==> src/rtl/core/indexed_max_priority_queue_top_assert.svh <==
// Assertion macros used by the priority queue datapath.
// Each macro expects clk_i and rst_ni in the scope where it is used.
`ifndef INDEXED_MAX_PRIORITY_QUEUE_TOP_ASSERT_SVH
`define INDEXED_MAX_PRIORITY_QUEUE_TOP_ASSERT_SVH

// A property checked at every clock edge outside reset.
`define IMPQ_ASSERT(lbl, prop, msg) \
  lbl: assert property (@(posedge clk_i) disable iff (!rst_ni) (prop)) else $error(msg);

// A condition that must hold in the cycle after a trigger.
`define IMPQ_ASSERT_NEXT(lbl, ante, cons, msg) \
  lbl: assert property (@(posedge clk_i) disable iff (!rst_ni) (ante) |=> (cons)) else $error(msg);

`endif

==> src/rtl/core/impq_pkg.sv <==
// Shared types and constants of the indexed max-heap priority queue.
// Used by the controller, the datapath and the top level; depends on nothing.
package impq_pkg;

  localparam int Capacity = 64;
  localparam int SlotW    = 6;
  localparam int CntW     = 7;
  localparam int IdW      = 6;
  localparam int KeyW     = 32;

  typedef enum logic [2:0] {
    REQ_INSERT   = 3'd0,
    REQ_INCREASE = 3'd1,
    REQ_DECREASE = 3'd2,
    REQ_REMOVE   = 3'd3,
    REQ_QUERY    = 3'd4
  } req_e;

  typedef enum logic [3:0] {
    S_IDLE,
    S_LOOK,
    S_DECIDE,
    S_UP_RD,
    S_UP_CMP,
    S_DN_RD,
    S_DN_CMP,
    S_PLACE,
    S_DONE
  } state_e;

  typedef enum logic [3:0] {
    DP_NONE,
    DP_LATCH,
    DP_LOOK,
    DP_DECIDE,
    DP_UP_RD,
    DP_UP_CMP,
    DP_DN_RD,
    DP_DN_CMP,
    DP_PLACE,
    DP_LOAD
  } dp_op_e;

  typedef enum logic [1:0] {
    GO_DONE,
    GO_UP,
    GO_DOWN
  } dp_go_e;

  typedef struct packed {
    dp_op_e op;
  } dp_cmd_t;

  typedef struct packed {
    logic   pos_zero;
    logic   leaf;
    logic   up_move;
    logic   dn_move;
    dp_go_e go;
  } dp_stat_t;

endpackage

==> src/rtl/core/impq_ctrl.sv <==
// Sequencer of the priority queue: walks one request through lookup, decision,
// sift and result transfer. Depends on impq_pkg.
module impq_ctrl
  import impq_pkg::*;
(
  input  logic     clk_i,
  input  logic     rst_ni,
  input  logic     in_valid_i,
  output logic     in_stall_o,
  output logic     out_valid_o,
  input  logic     out_stall_i,
  input  dp_stat_t stat_i,
  output dp_cmd_t  cmd_o
);

  state_e state_q, state_d;
  logic   out_valid_q, out_valid_d;

  always_ff @(posedge clk_i or negedge rst_ni) begin
    if (!rst_ni) begin
      state_q     <= S_IDLE;
      out_valid_q <= 1'b0;
    end else begin
      state_q     <= state_d;
      out_valid_q <= out_valid_d;
    end
  end

  always_comb begin
    state_d     = state_q;
    cmd_o.op    = DP_NONE;
    out_valid_d = out_valid_q && out_stall_i;
    in_stall_o  = 1'b1;
    case (state_q)
      S_IDLE: begin
        in_stall_o = 1'b0;
        if (in_valid_i) begin
          cmd_o.op = DP_LATCH;
          state_d  = S_LOOK;
        end
      end
      S_LOOK: begin
        cmd_o.op = DP_LOOK;
        state_d  = S_DECIDE;
      end
      S_DECIDE: begin
        cmd_o.op = DP_DECIDE;
        case (stat_i.go)
          GO_UP:   state_d = S_UP_RD;
          GO_DOWN: state_d = S_DN_RD;
          default: state_d = S_DONE;
        endcase
      end
      S_UP_RD: begin
        cmd_o.op = DP_UP_RD;
        state_d  = stat_i.pos_zero ? S_PLACE : S_UP_CMP;
      end
      S_UP_CMP: begin
        cmd_o.op = DP_UP_CMP;
        state_d  = stat_i.up_move ? S_UP_RD : S_PLACE;
      end
      S_DN_RD: begin
        cmd_o.op = DP_DN_RD;
        state_d  = stat_i.leaf ? S_PLACE : S_DN_CMP;
      end
      S_DN_CMP: begin
        cmd_o.op = DP_DN_CMP;
        state_d  = stat_i.dn_move ? S_DN_RD : S_PLACE;
      end
      S_PLACE: begin
        cmd_o.op = DP_PLACE;
        state_d  = S_DONE;
      end
      S_DONE: begin
        // The output register takes the result once the previous one is gone.
        if (!out_valid_q || !out_stall_i) begin
          cmd_o.op    = DP_LOAD;
          out_valid_d = 1'b1;
          state_d     = S_IDLE;
        end
      end
      default: state_d = S_IDLE;
    endcase
  end

  assign out_valid_o = out_valid_q;

endmodule

==> config.mk <==
export PLATFORM = sky130hd
export DESIGN_NAME = impq_ctrl
export DESIGN_NICKNAME = d
export VERILOG_FILES = /design/src/rtl/core/indexed_max_priority_queue_top_assert.svh /design/src/rtl/core/impq_pkg.sv /design/src/rtl/core/impq_ctrl.sv
export SDC_FILE = /design/constraint.sdc
export NUM_CORES = 1
export LEC_CHECK = 0
export BUFFER_PORTS_ARGS = -buffer_cell sky130_fd_sc_hd__clkbuf_2
export CORE_AREA = 5 5 42 44
export CTS_BUF_LIST = sky130_fd_sc_hd__clkbuf_8
export CTS_CLUSTER_DIAMETER = 100
export DETAILED_ROUTE_END_ITERATION = 6
export DIE_AREA = 0 0 47 49
export SLEW_MARGIN = 15
export SYNTH_ARGS = -nofsm -noshare
export SYNTH_HDL_FRONTEND = slang
export SYNTH_SLANG_ARGS = --single-unit
==> constraint.sdc <==
create_clock -name clk_i -period 2.91 [get_ports clk_i]
set_input_delay 0.7275 -clock clk_i [delete_from_list [all_inputs] [get_ports clk_i]]
set_output_delay 0.7275 -clock clk_i [all_outputs]
set_load 0.05 [all_outputs]
==> results of run 1 <==
==> critical path, stage by stage, from the launching register on <==
cell	delay [ns]
dfrtp_1	0.61
nand2_1	0.16
xnor2_1	0.15
nor2_1	0.08
clkbuf_2	0.28
==> registers in the layout (all words and copies together) (netlist names) <==
register,count
state_q,4
out_valid_o,1
==> metrics by stage <==
stage / hold WS, ns / std cells / worst slack [ns] / util, %
floorplan: 0.432 / 48 / 0.489 / -
global placement: 0.503 / 76 / 0.708 / 34.6
global route: 0.315 / 80 / 0.559 / 37.9
detailed placement: 0.526 / 76 / 0.698 / 34.6
finish: 0.312 / 80 / 0.667 / 37.9
CTS: 0.312 / 80 / 0.642 / 37.9
==> cell type report <==
class / instances / share of cell area, %
multi-input combinational: 36 / 46.9
sequential: 5 / 23.6
timing repair buffer: 15 / 14.2
clock buffer: 3 / 7.78
tap: 16 / 3.77
inverter: 4 / 2.83
clock inverter: 1 / 0.943
==> worst max-delay path by stage <==
stage,end,depth (start not counted)
3_3_place_gp,cmd_o[3],5
6_report,cmd_o[2],4
3_5_place_dp,cmd_o[3],5
5_1_grt,cmd_o[2],4
2_1_floorplan,cmd_o[0],3
4_1_cts,cmd_o[2],4
==> cell families (layout without fill, tap and decap cells) <==
group	Yosys count	in the layout	share of synthesized area (%)
AO/OA/AOI/OAI	12	12	22.7
XOR/XNOR	2	2	4.18
adder cells (fa/ha/maj)	2	2	5.97
buffers and inverters	7	23	10.7
flip-flops	5	5	29.9
AND/OR/NAND/NOR	20	20	26.6
==> cell usage in the layout (no fill, tap or decap), types with 2 or more instances in the layout <==
cell,n
clkbuf_2,15
nand2_1,6
dfrtp_1,5
inv_1,4
nor2_1,4
nand2b_1,3
clkbuf_8,3
nand3_1,2
xnor2_1,2
o22ai_1,2
o21ai_0,2
a31oi_1,2
a221oi_2,2
ha_1,2
==> per-layer routing <==
metal	part of all wire, %	routed length, um
met5	0	0
met2	43	382
met4	2.4	21
met3	7.8	70
met1	47	418
==> summary.txt, run 1 <==
Finish
  – Fill count: 151
  – Final #Nets: 77
  – Layout cells sized above 1: 35.9%
  – Register area: 125 um^2
  – N_diodes: 0
  – Area Overhead vs Synth: 26.6%
  – Footprint of the multi-input gates: 249 um^2
  – Fin area: 531 um^2

Global route
  – Vias in the first global route: 345
  – Met1 usage: 11.4%
  – GR peak layer: met2
  – Gr usage total: 8.70%
  – First-pass GRT wire length: 1460 um
  – Largest net degree at the start of global routing: 15
  – Initial antenna violation count: 0
  – Met2 Use GR: 12.0%
  – M3 GR Usage: 2.58%
  – Grt ovf: 0

Clocking
  – Root buffer cell: clkbuf_8
  – Post-CTS Resized: 0
  – H-tree Lvls: 1
  – CTS tree: done
  – CTS sink count: 5
  – Worst-Skew Late Latency: 0.22 ns
  – Post-CTS Hold Fix Bufs: 0
  – Total CTS buffers: 3
  – Setup repair bufs after CTS: 0
  – CTS clock-pin slew for the worst setup and hold paths: 0.04 ns
  – Max clock buf depth: 2

Timing
  – Period Utilization, post-route: 77.1%
  – Clock skew: 0.00348 ns
  – Tmin final: 2.24 ns
  – Max-slew violation count: 0
  – Final setup fails: 0
  – Max-slew headroom: 70.2%
  – RSZ-0062 raised after global routing: false
  – FMAX: 446 MHz
  – Final setup TNS: 0 ns
  – Worst slew pin tran: 0.447 ns
  – Hold Vio Cnt, Final: 0

Critical path
  – Critical R2R Capture: state_q[1]$_DFFE_PN0P_
  – Critical Path AT: 1.52 ns
  – Crit. Startpoint: state_q[0]$_DFFE_PN0P_
  – Worst EP required: 2.18 ns
  – Reg2reg start: state_q[0]$_DFFE_PN0P_
  – FF-to-FF path depth: 3
  – Startpoint Class: flip-flop
  – R2R Setup Slk: 1.60 ns
  – Maximum fanout along the worst path: 12
  – CP Class: reg2out
  – Critical Path End Type: output port

Routing
  – First-pass DRT Iterations: 4
  – # DRC: 0
  – Wire per inst: 11.2 um
  – Post-route ant nets: 0
  – Via Count: 391
  – Vias per inst: 4.89
  – DR iter-0 viols: 6
  – Routed wire length: 893 um

Placed design
  – DP HPWL: 703 um
  – Dpl cell area: 484 um^2
  – Port bufs: 15
  – GPL Wtd Cong: 0.755

Yosys
  – Asr flop ratio synth: 100%
  – Top FF cell, synth: dfrtp_1
  – Flops & latches, synth: 5
  – Yosys top cell by area: dfrtp_1
  – Avg Cell Area, Syn: 8.73 um^2
  – Post-Syn Nets: 60
  – Ys Warns: 0
  – Post-synth cell types: 23
  – Most instantiated cells after synthesis: 6 x nand2_1, 5 x dfrtp_1, 4 x inv_1, 4 x nor2_1, 3 x nand2b_1
  – Count leader, synth: nand2_1
  – Syn Inst Count: 48
  – Largest cells by area after synthesis: dfrtp_1 30%, a221oi_2 7.2%, ha_1 6.0%
  – Cell area after synthesis: 419 um^2
  – Number of flops mapped to enable cells by yosys: 0
  – Synth top area share: 29.9%
  – Seq/Total Area, Yosys: 29.9%

Die
  – Initial Utilization: 29.9%
  – IO Count: 16
  – Row cnt: 14
  – Core Footprint: 0.00140 mm^2
  – Die Area: 0.00230 mm^2
  – Chip width: 47 um
  – Die Ht: 49 um

Job
  – Max cap viols: 0

Min path
  – Path category of the worst min-delay check: in2async

Outcome
  – Status: completed
Power of run 1 is left out: the tool's default activity adds up to more than one toggle a clock period on the data nets, which glitch-free logic cannot reach.
==> run 2: changes to the inputs <==
==> constraint.sdc (replaced) <==
create_clock -name clk_i -period 2 [get_ports clk_i]
set_input_delay 0.5 -clock clk_i [delete_from_list [all_inputs] [get_ports clk_i]]
set_output_delay 0.5 -clock clk_i [all_outputs]
set_load 0.05 [all_outputs]
==> run 2 against run 1 <==
Effect of this change: hold slack lost 0.23 ns; register-to-register slack got worse by 0.89 ns; global-route usage increased by 1.1 points; final area increased by 6.6%; flip-flop and latch count unchanged; core utilization increased by 2.5 points; final cell count is 5.0% higher; clock skew fell by 0.00068 ns; largest cell class unchanged; wire length grew 3.7%; first-iteration DRC count is the same.
==> summary.txt, run 2 (synthesized netlist as in run 1, its figures left out) <==
Placed design
  – Port bufs: 15
  – Dpl cell area: 514 um^2
  – Dpl cells: 80
  – DP HPWL: 764 um
  – GPL Wtd Cong: 0.823

Clocking
  – Root buffer cell: clkbuf_8
  – Post-CTS Hold Fix Bufs: 0
  – Max clock buf depth: 2
  – CTS clock-pin slew for the worst setup and hold paths: 0.04 ns
  – H-tree Lvls: 1
  – CTS tree: done
  – Total CTS buffers: 3
  – CTS sink count: 5
  – Worst-Skew Late Latency: 0.22 ns

Timing
  – Final setup fails: 0
  – Max-slew headroom: 81.3%
  – Clock skew: 0.00280 ns
  – Tmin final: 1.86 ns
  – Hold Vio Cnt, Final: 0
  – Max-slew violation count: 0
  – Period Utilization, post-route: 93.1%
  – Worst slew pin tran: 0.282 ns
  – FMAX: 537 MHz
  – RSZ-0062 raised after global routing: false

Routing
  – Wire per inst: 11.0 um
  – Vias per inst: 4.83
  – # DRC: 0
  – DR iter-0 viols: 6
  – Post-route ant nets: 0
  – Via Count: 406
  – First-pass DRT Iterations: 4
  – Routed wire length: 926 um

Min path
  – Path category of the worst min-delay check: in2async

Die
  – IO Count: 16
  – Die Ht: 49 um
  – Core Footprint: 0.00140 mm^2
  – Row cnt: 14
  – Chip width: 47 um
  – Initial Utilization: 29.9%
  – Die Area: 0.00230 mm^2

Critical path
  – Crit-path leading delay family: flip-flops
  – R2R Setup Slk: 0.71 ns
  – CP Cell Sequence: nor2_1 > nand3_1 > a21oi_1 > clkbuf_2
  – Maximum fanout along the worst path: 7
  – CP max-delay cell: dfrtp_2
  – Worst EP required: 1.50 ns
  – Critical Path AT: 1.36 ns
  – Startpoint Class: flip-flop
  – Max stage delay on crit path: 0.45 ns
  – Critical Path End Type: output port
  – CP Class: reg2out
  – Worst Path Buf+Inv: 1
  – Critical R2R Capture: state_q[1]$_DFFE_PN0P_
  – Reg2reg start: state_q[0]$_DFFE_PN0P_
  – FF-to-FF path depth: 4

Global route
  – Vias in the first global route: 415
  – Grt ovf: 0
  – Initial antenna violation count: 0
  – Largest net degree at the start of global routing: 10
  – First-pass GRT wire length: 1680 um
  – Gr usage total: 9.84%

Finish
  – Post-Layout Cell Count: 84
  – Most frequent cells in the layout: 14 x clkbuf_2, 6 x nand2_1, 5 x buf_4
  – Util after Layout: 40.4%
  – Layout cells sized above 1: 42.6%
  – Most common cell after layout, fill and taps aside: clkbuf_2
  – Fin area: 566 um^2
  – N_diodes: 0
  – Number of flip-flops in the largest register: 4
  – Area Overhead vs Synth: 34.9%
  – Final #Nets: 81
  – Largest register by flop count: state_q

Job
  – Max cap viols: 0

Outcome
  – Status: completed
[run 2: changes by cell type in the layout (fill, tap and decap cells not counted)]
cell / previous run / this run
dfrtp_1: 5 / 3
dfrtp_2: 0 / 2
clkbuf_2: 15 / 14
buf_4: 0 / 5
[run 2: final cells by class]
class,count,area [um^2]
tap,16,20.0
clock buffer,3,41.3
multi-input combinational,36,249
sequential,5,128
fill,155,836
timing repair buffer,19,108
inverter,4,15.0
clock inverter,1,5.00
[run 2: what timing repair did]
item	in CTS	in global routing
setup buffers	0	0
gates resized for setup	0	5
endpoints found under the setup margin	0	2
[run 2: worst max-delay path by stage]
stage / from / end / slack, ns / cells past startpoint
floorplan: out_valid_o$_DFF_PN0_ / cmd_o[3] / -0.1 / 3
global placement: in_valid_i / cmd_o[0] / 0.27 / 5
detailed placement: out_stall_i / cmd_o[3] / 0.26 / 5
CTS: state_q[2]$_DFFE_PN0P_ / cmd_o[3] / 0.06 / 4
global route: state_q[2]$_DFFE_PN0P_ / cmd_o[0] / 0.02 / 4
finish: state_q[2]$_DFFE_PN0P_ / cmd_o[0] / 0.14 / 4
[run 2: through the flow]
step,hold slack (ns),setup WS (ns),setup TNS (ns)
6_report,0.0865,0.139,0
5_1_grt,0.0924,0.0208,0
4_1_cts,0.0855,0.0592,0
3_5_place_dp,0.322,0.258,0
3_3_place_gp,0.322,0.265,0
2_1_floorplan,0.204,-0.0986,-0.194
[run 2: layer usage]
layer	track usage, %	up-vias	routed length [um]
met5	0	-	0
li1	-	214	-
met2	13.8	11	419
met4	5.53	0	18
met1	13.4	179	430
met3	2.21	2	57
Power of run 2 is left out for the same reason.
==> run 3: changes to the inputs <==
--- a/config.mk
+++ b/config.mk
@@ -5,6 +5,7 @@
 export SDC_FILE = /design/constraint.sdc
 export NUM_CORES = 1
 export LEC_CHECK = 0
+export ABC_AREA = 1
 export BUFFER_PORTS_ARGS = -buffer_cell sky130_fd_sc_hd__clkbuf_2
 export CORE_AREA = 5 5 42 44
 export CTS_BUF_LIST = sky130_fd_sc_hd__clkbuf_8
==> run 3 against run 2 <==
Effect of this change: sequential share of layout area down 0.27 points; final area grew 0.22%; first-iteration DRC count up 17%; worst setup slack worse by 0.024 ns; flip-flop and latch count unchanged; clock skew increased by 0.0013 ns; fmax down 1.3%; synthesized area is 5.7% lower; die area stayed put; non-clock buffer count is 2 lower; synthesized cell count rose by 25%; register-to-register slack better by 0.13 ns.
==> summary.txt, run 3 <==
Finish
  – Area Overhead vs Synth: 43.4%
  – Most common cell after layout, fill and taps aside: nand2_1
  – Final #Nets: 94
  – Number of flip-flops in the largest register: 4
  – Largest register by flop count: state_q
  – N_diodes: 0
  – Layout cells sized above 1: 39.5%
  – Most frequent cells in the layout: 16 x nand2_1, 13 x clkbuf_2, 9 x inv_1

Timing
  – Max-slew violation count: 0
  – Hold Vio Cnt, Final: 0
  – RSZ-0062 raised after global routing: false
  – Period Utilization, post-route: 94.2%
  – FMAX: 531 MHz
  – Clock skew: 0.00407 ns
  – Worst slew pin tran: 0.281 ns
  – Final setup TNS: 0 ns
  – Tmin final: 1.88 ns
  – Max-slew headroom: 81.3%
  – Final setup fails: 0

Yosys
  – Count leader, synth: nand2_1
  – Post-Syn Nets: 72
  – Yosys top cell by area: dfrtp_1
  – Cell area after synthesis: 395 um^2
  – Flops & latches, synth: 5
  – Most instantiated cells after synthesis: 16 x nand2_1, 8 x inv_1, 5 x dfrtp_1, 5 x inv_2, 5 x nand3_1
  – Largest cells by area after synthesis: dfrtp_1 32%, nand2_1 15%, inv_1 7.6%
  – Top FF cell, synth: dfrtp_1
  – Asr flop ratio synth: 100%
  – Avg Cell Area, Syn: 6.59 um^2
  – Post-synth cell types: 17
  – Synth top area share: 31.6%
  – Syn Inst Count: 60
  – Number of flops mapped to enable cells by yosys: 0
  – Ys Warns: 0
  – Seq/Total Area, Yosys: 31.6%

Clocking
  – CTS clock-pin slew for the worst setup and hold paths: 0.04 ns
  – CTS sink count: 5
  – Worst-Skew Late Latency: 0.22 ns
  – H-tree Lvls: 1
  – Max clock buf depth: 2
  – CTS tree: done
  – Total CTS buffers: 3
  – Post-CTS Hold Fix Bufs: 0
  – Root buffer cell: clkbuf_8

Job
  – Max cap viols: 0

Placed design
  – DP HPWL: 830 um
  – Port bufs: 15
  – GPL Wtd Cong: 0.840

Min path
  – Path category of the worst min-delay check: in2async

Global route
  – Gr usage total: 10.9%
  – Largest net degree at the start of global routing: 6
  – Grt ovf: 0
  – First-pass GRT wire length: 1840 um
  – Initial antenna violation count: 0
  – Vias in the first global route: 465

Critical path
  – Critical Path End Type: output port
  – Startpoint Class: flip-flop
  – Critical Path AT: 1.38 ns
  – CP Class: reg2out
  – Maximum fanout along the worst path: 4
  – Worst EP required: 1.50 ns

Die
  – Initial Utilization: 28.2%
  – Die Ht: 49 um
  – IO Count: 16
  – Chip width: 47 um
  – Die Area: 0.00230 mm^2
  – Core Footprint: 0.00140 mm^2
  – Row cnt: 14

Routing
  – Wire per inst: 10.5 um
  – Post-route ant nets: 0
  – # DRC: 0
  – DR iter-0 viols: 7
  – Vias per inst: 4.74
  – Routed wire length: 1020 um
  – First-pass DRT Iterations: 4
  – Via Count: 460

Outcome
  – Status: completed
## run 3: cell count changes after synthesis, moves of 3 or more
cell | before | now
nand2b_1 | 3 | 0
inv_2 | 0 | 5
nand2_1 | 6 | 16
nor2_2 | 0 | 4
nand3_1 | 2 | 5
inv_1 | 4 | 8
## run 3: final cells by class
type / instances / area, um^2
clock inverters: 1 / 3.75
multi-input cells: 42 / 231
repair buffers: 17 / 95.1
well taps: 16 / 20.0
flip-flops and latches: 5 / 126
fillers: 155 / 835
inverters: 13 / 48.8
clock buffers: 3 / 41.3
## run 3: logic make-up (layout without fill, tap and decap cells)
kind of cell	Yosys count	in the layout	share of synthesized area [%]
buf+inv	13	34	12.3
fa+ha+maj	2	2	6.33
flops	5	5	31.6
simple gates	34	34	40.8
compound gates	6	6	8.86
## run 3: path summary, 6_finish.rpt
| kind | startpoint | end | slack (ns) | depth (start not counted) |
|---|---|---|---|---|
| min in group clk_i | out_valid_o$_DFF_PN0_ | out_valid_o$_DFF_PN0_ | 0.54 | 2 |
| setup / recovery | state_q[3]$_DFFE_PN0P_ | cmd_o[2] | 0.12 | 5 |
| setup reg to reg | state_q[3]$_DFFE_PN0P_ | state_q[0]$_DFFE_PN0P_ | 0.84 | 6 |
| hold / removal | rst_ni | state_q[3]$_DFFE_PN0P_ | 0.09 | 1 |
| max in group asynchronous | rst_ni | state_q[0]$_DFFE_PN0P_ | 1.76 | 1 |
| hold reg to reg | out_valid_o$_DFF_PN0_ | out_valid_o$_DFF_PN0_ | 0.54 | 2 |
## run 3: stage by stage
| stage | worst slack, ns | cells | hold slack, ns | area, um^2 | util, % |
|---|---|---|---|---|---|
| after detailed placement | 0.197 | 92 | 0.322 | 503 | 35.9 |
| after global placement | 0.248 | 92 | 0.321 | 503 | 35.9 |
| after CTS | 0.0131 | 96 | 0.0867 | 553 | 39.5 |
| final | 0.115 | 97 | 0.0890 | 567 | 40.4 |
| after global routing | 0.00171 | 97 | 0.0955 | 567 | 40.4 |
| after floorplan | 0.255 | 60 | 0.204 | 400 | - |
## run 3: per-layer routing
layer,up-vias,GRT usage (%),wire [um]
li1,230,-,-
met2,21,15.2,455
met3,2,6.27,79
met5,-,0,0
met4,0,3.23,16
met1,207,14.1,469
## run 3: worst max-delay path: stages (launching register included)
cell	delay, ns
dfrtp_1	0.44
nor2_2	0.18
buf_4	0.15
nand2_1	0.06
nand2_1	0.07
clkbuf_2	0.27
## run 3: timing repair
| action | in CTS | in global routing |
|---|---|---|
| buffers inserted | 0 | 1 |
| pin swaps | 0 | 1 |
| gates resized for setup | 2 | 4 |
| setup endpoints to repair | 2 | 2 |
Power of run 3 is left out for the same reason.
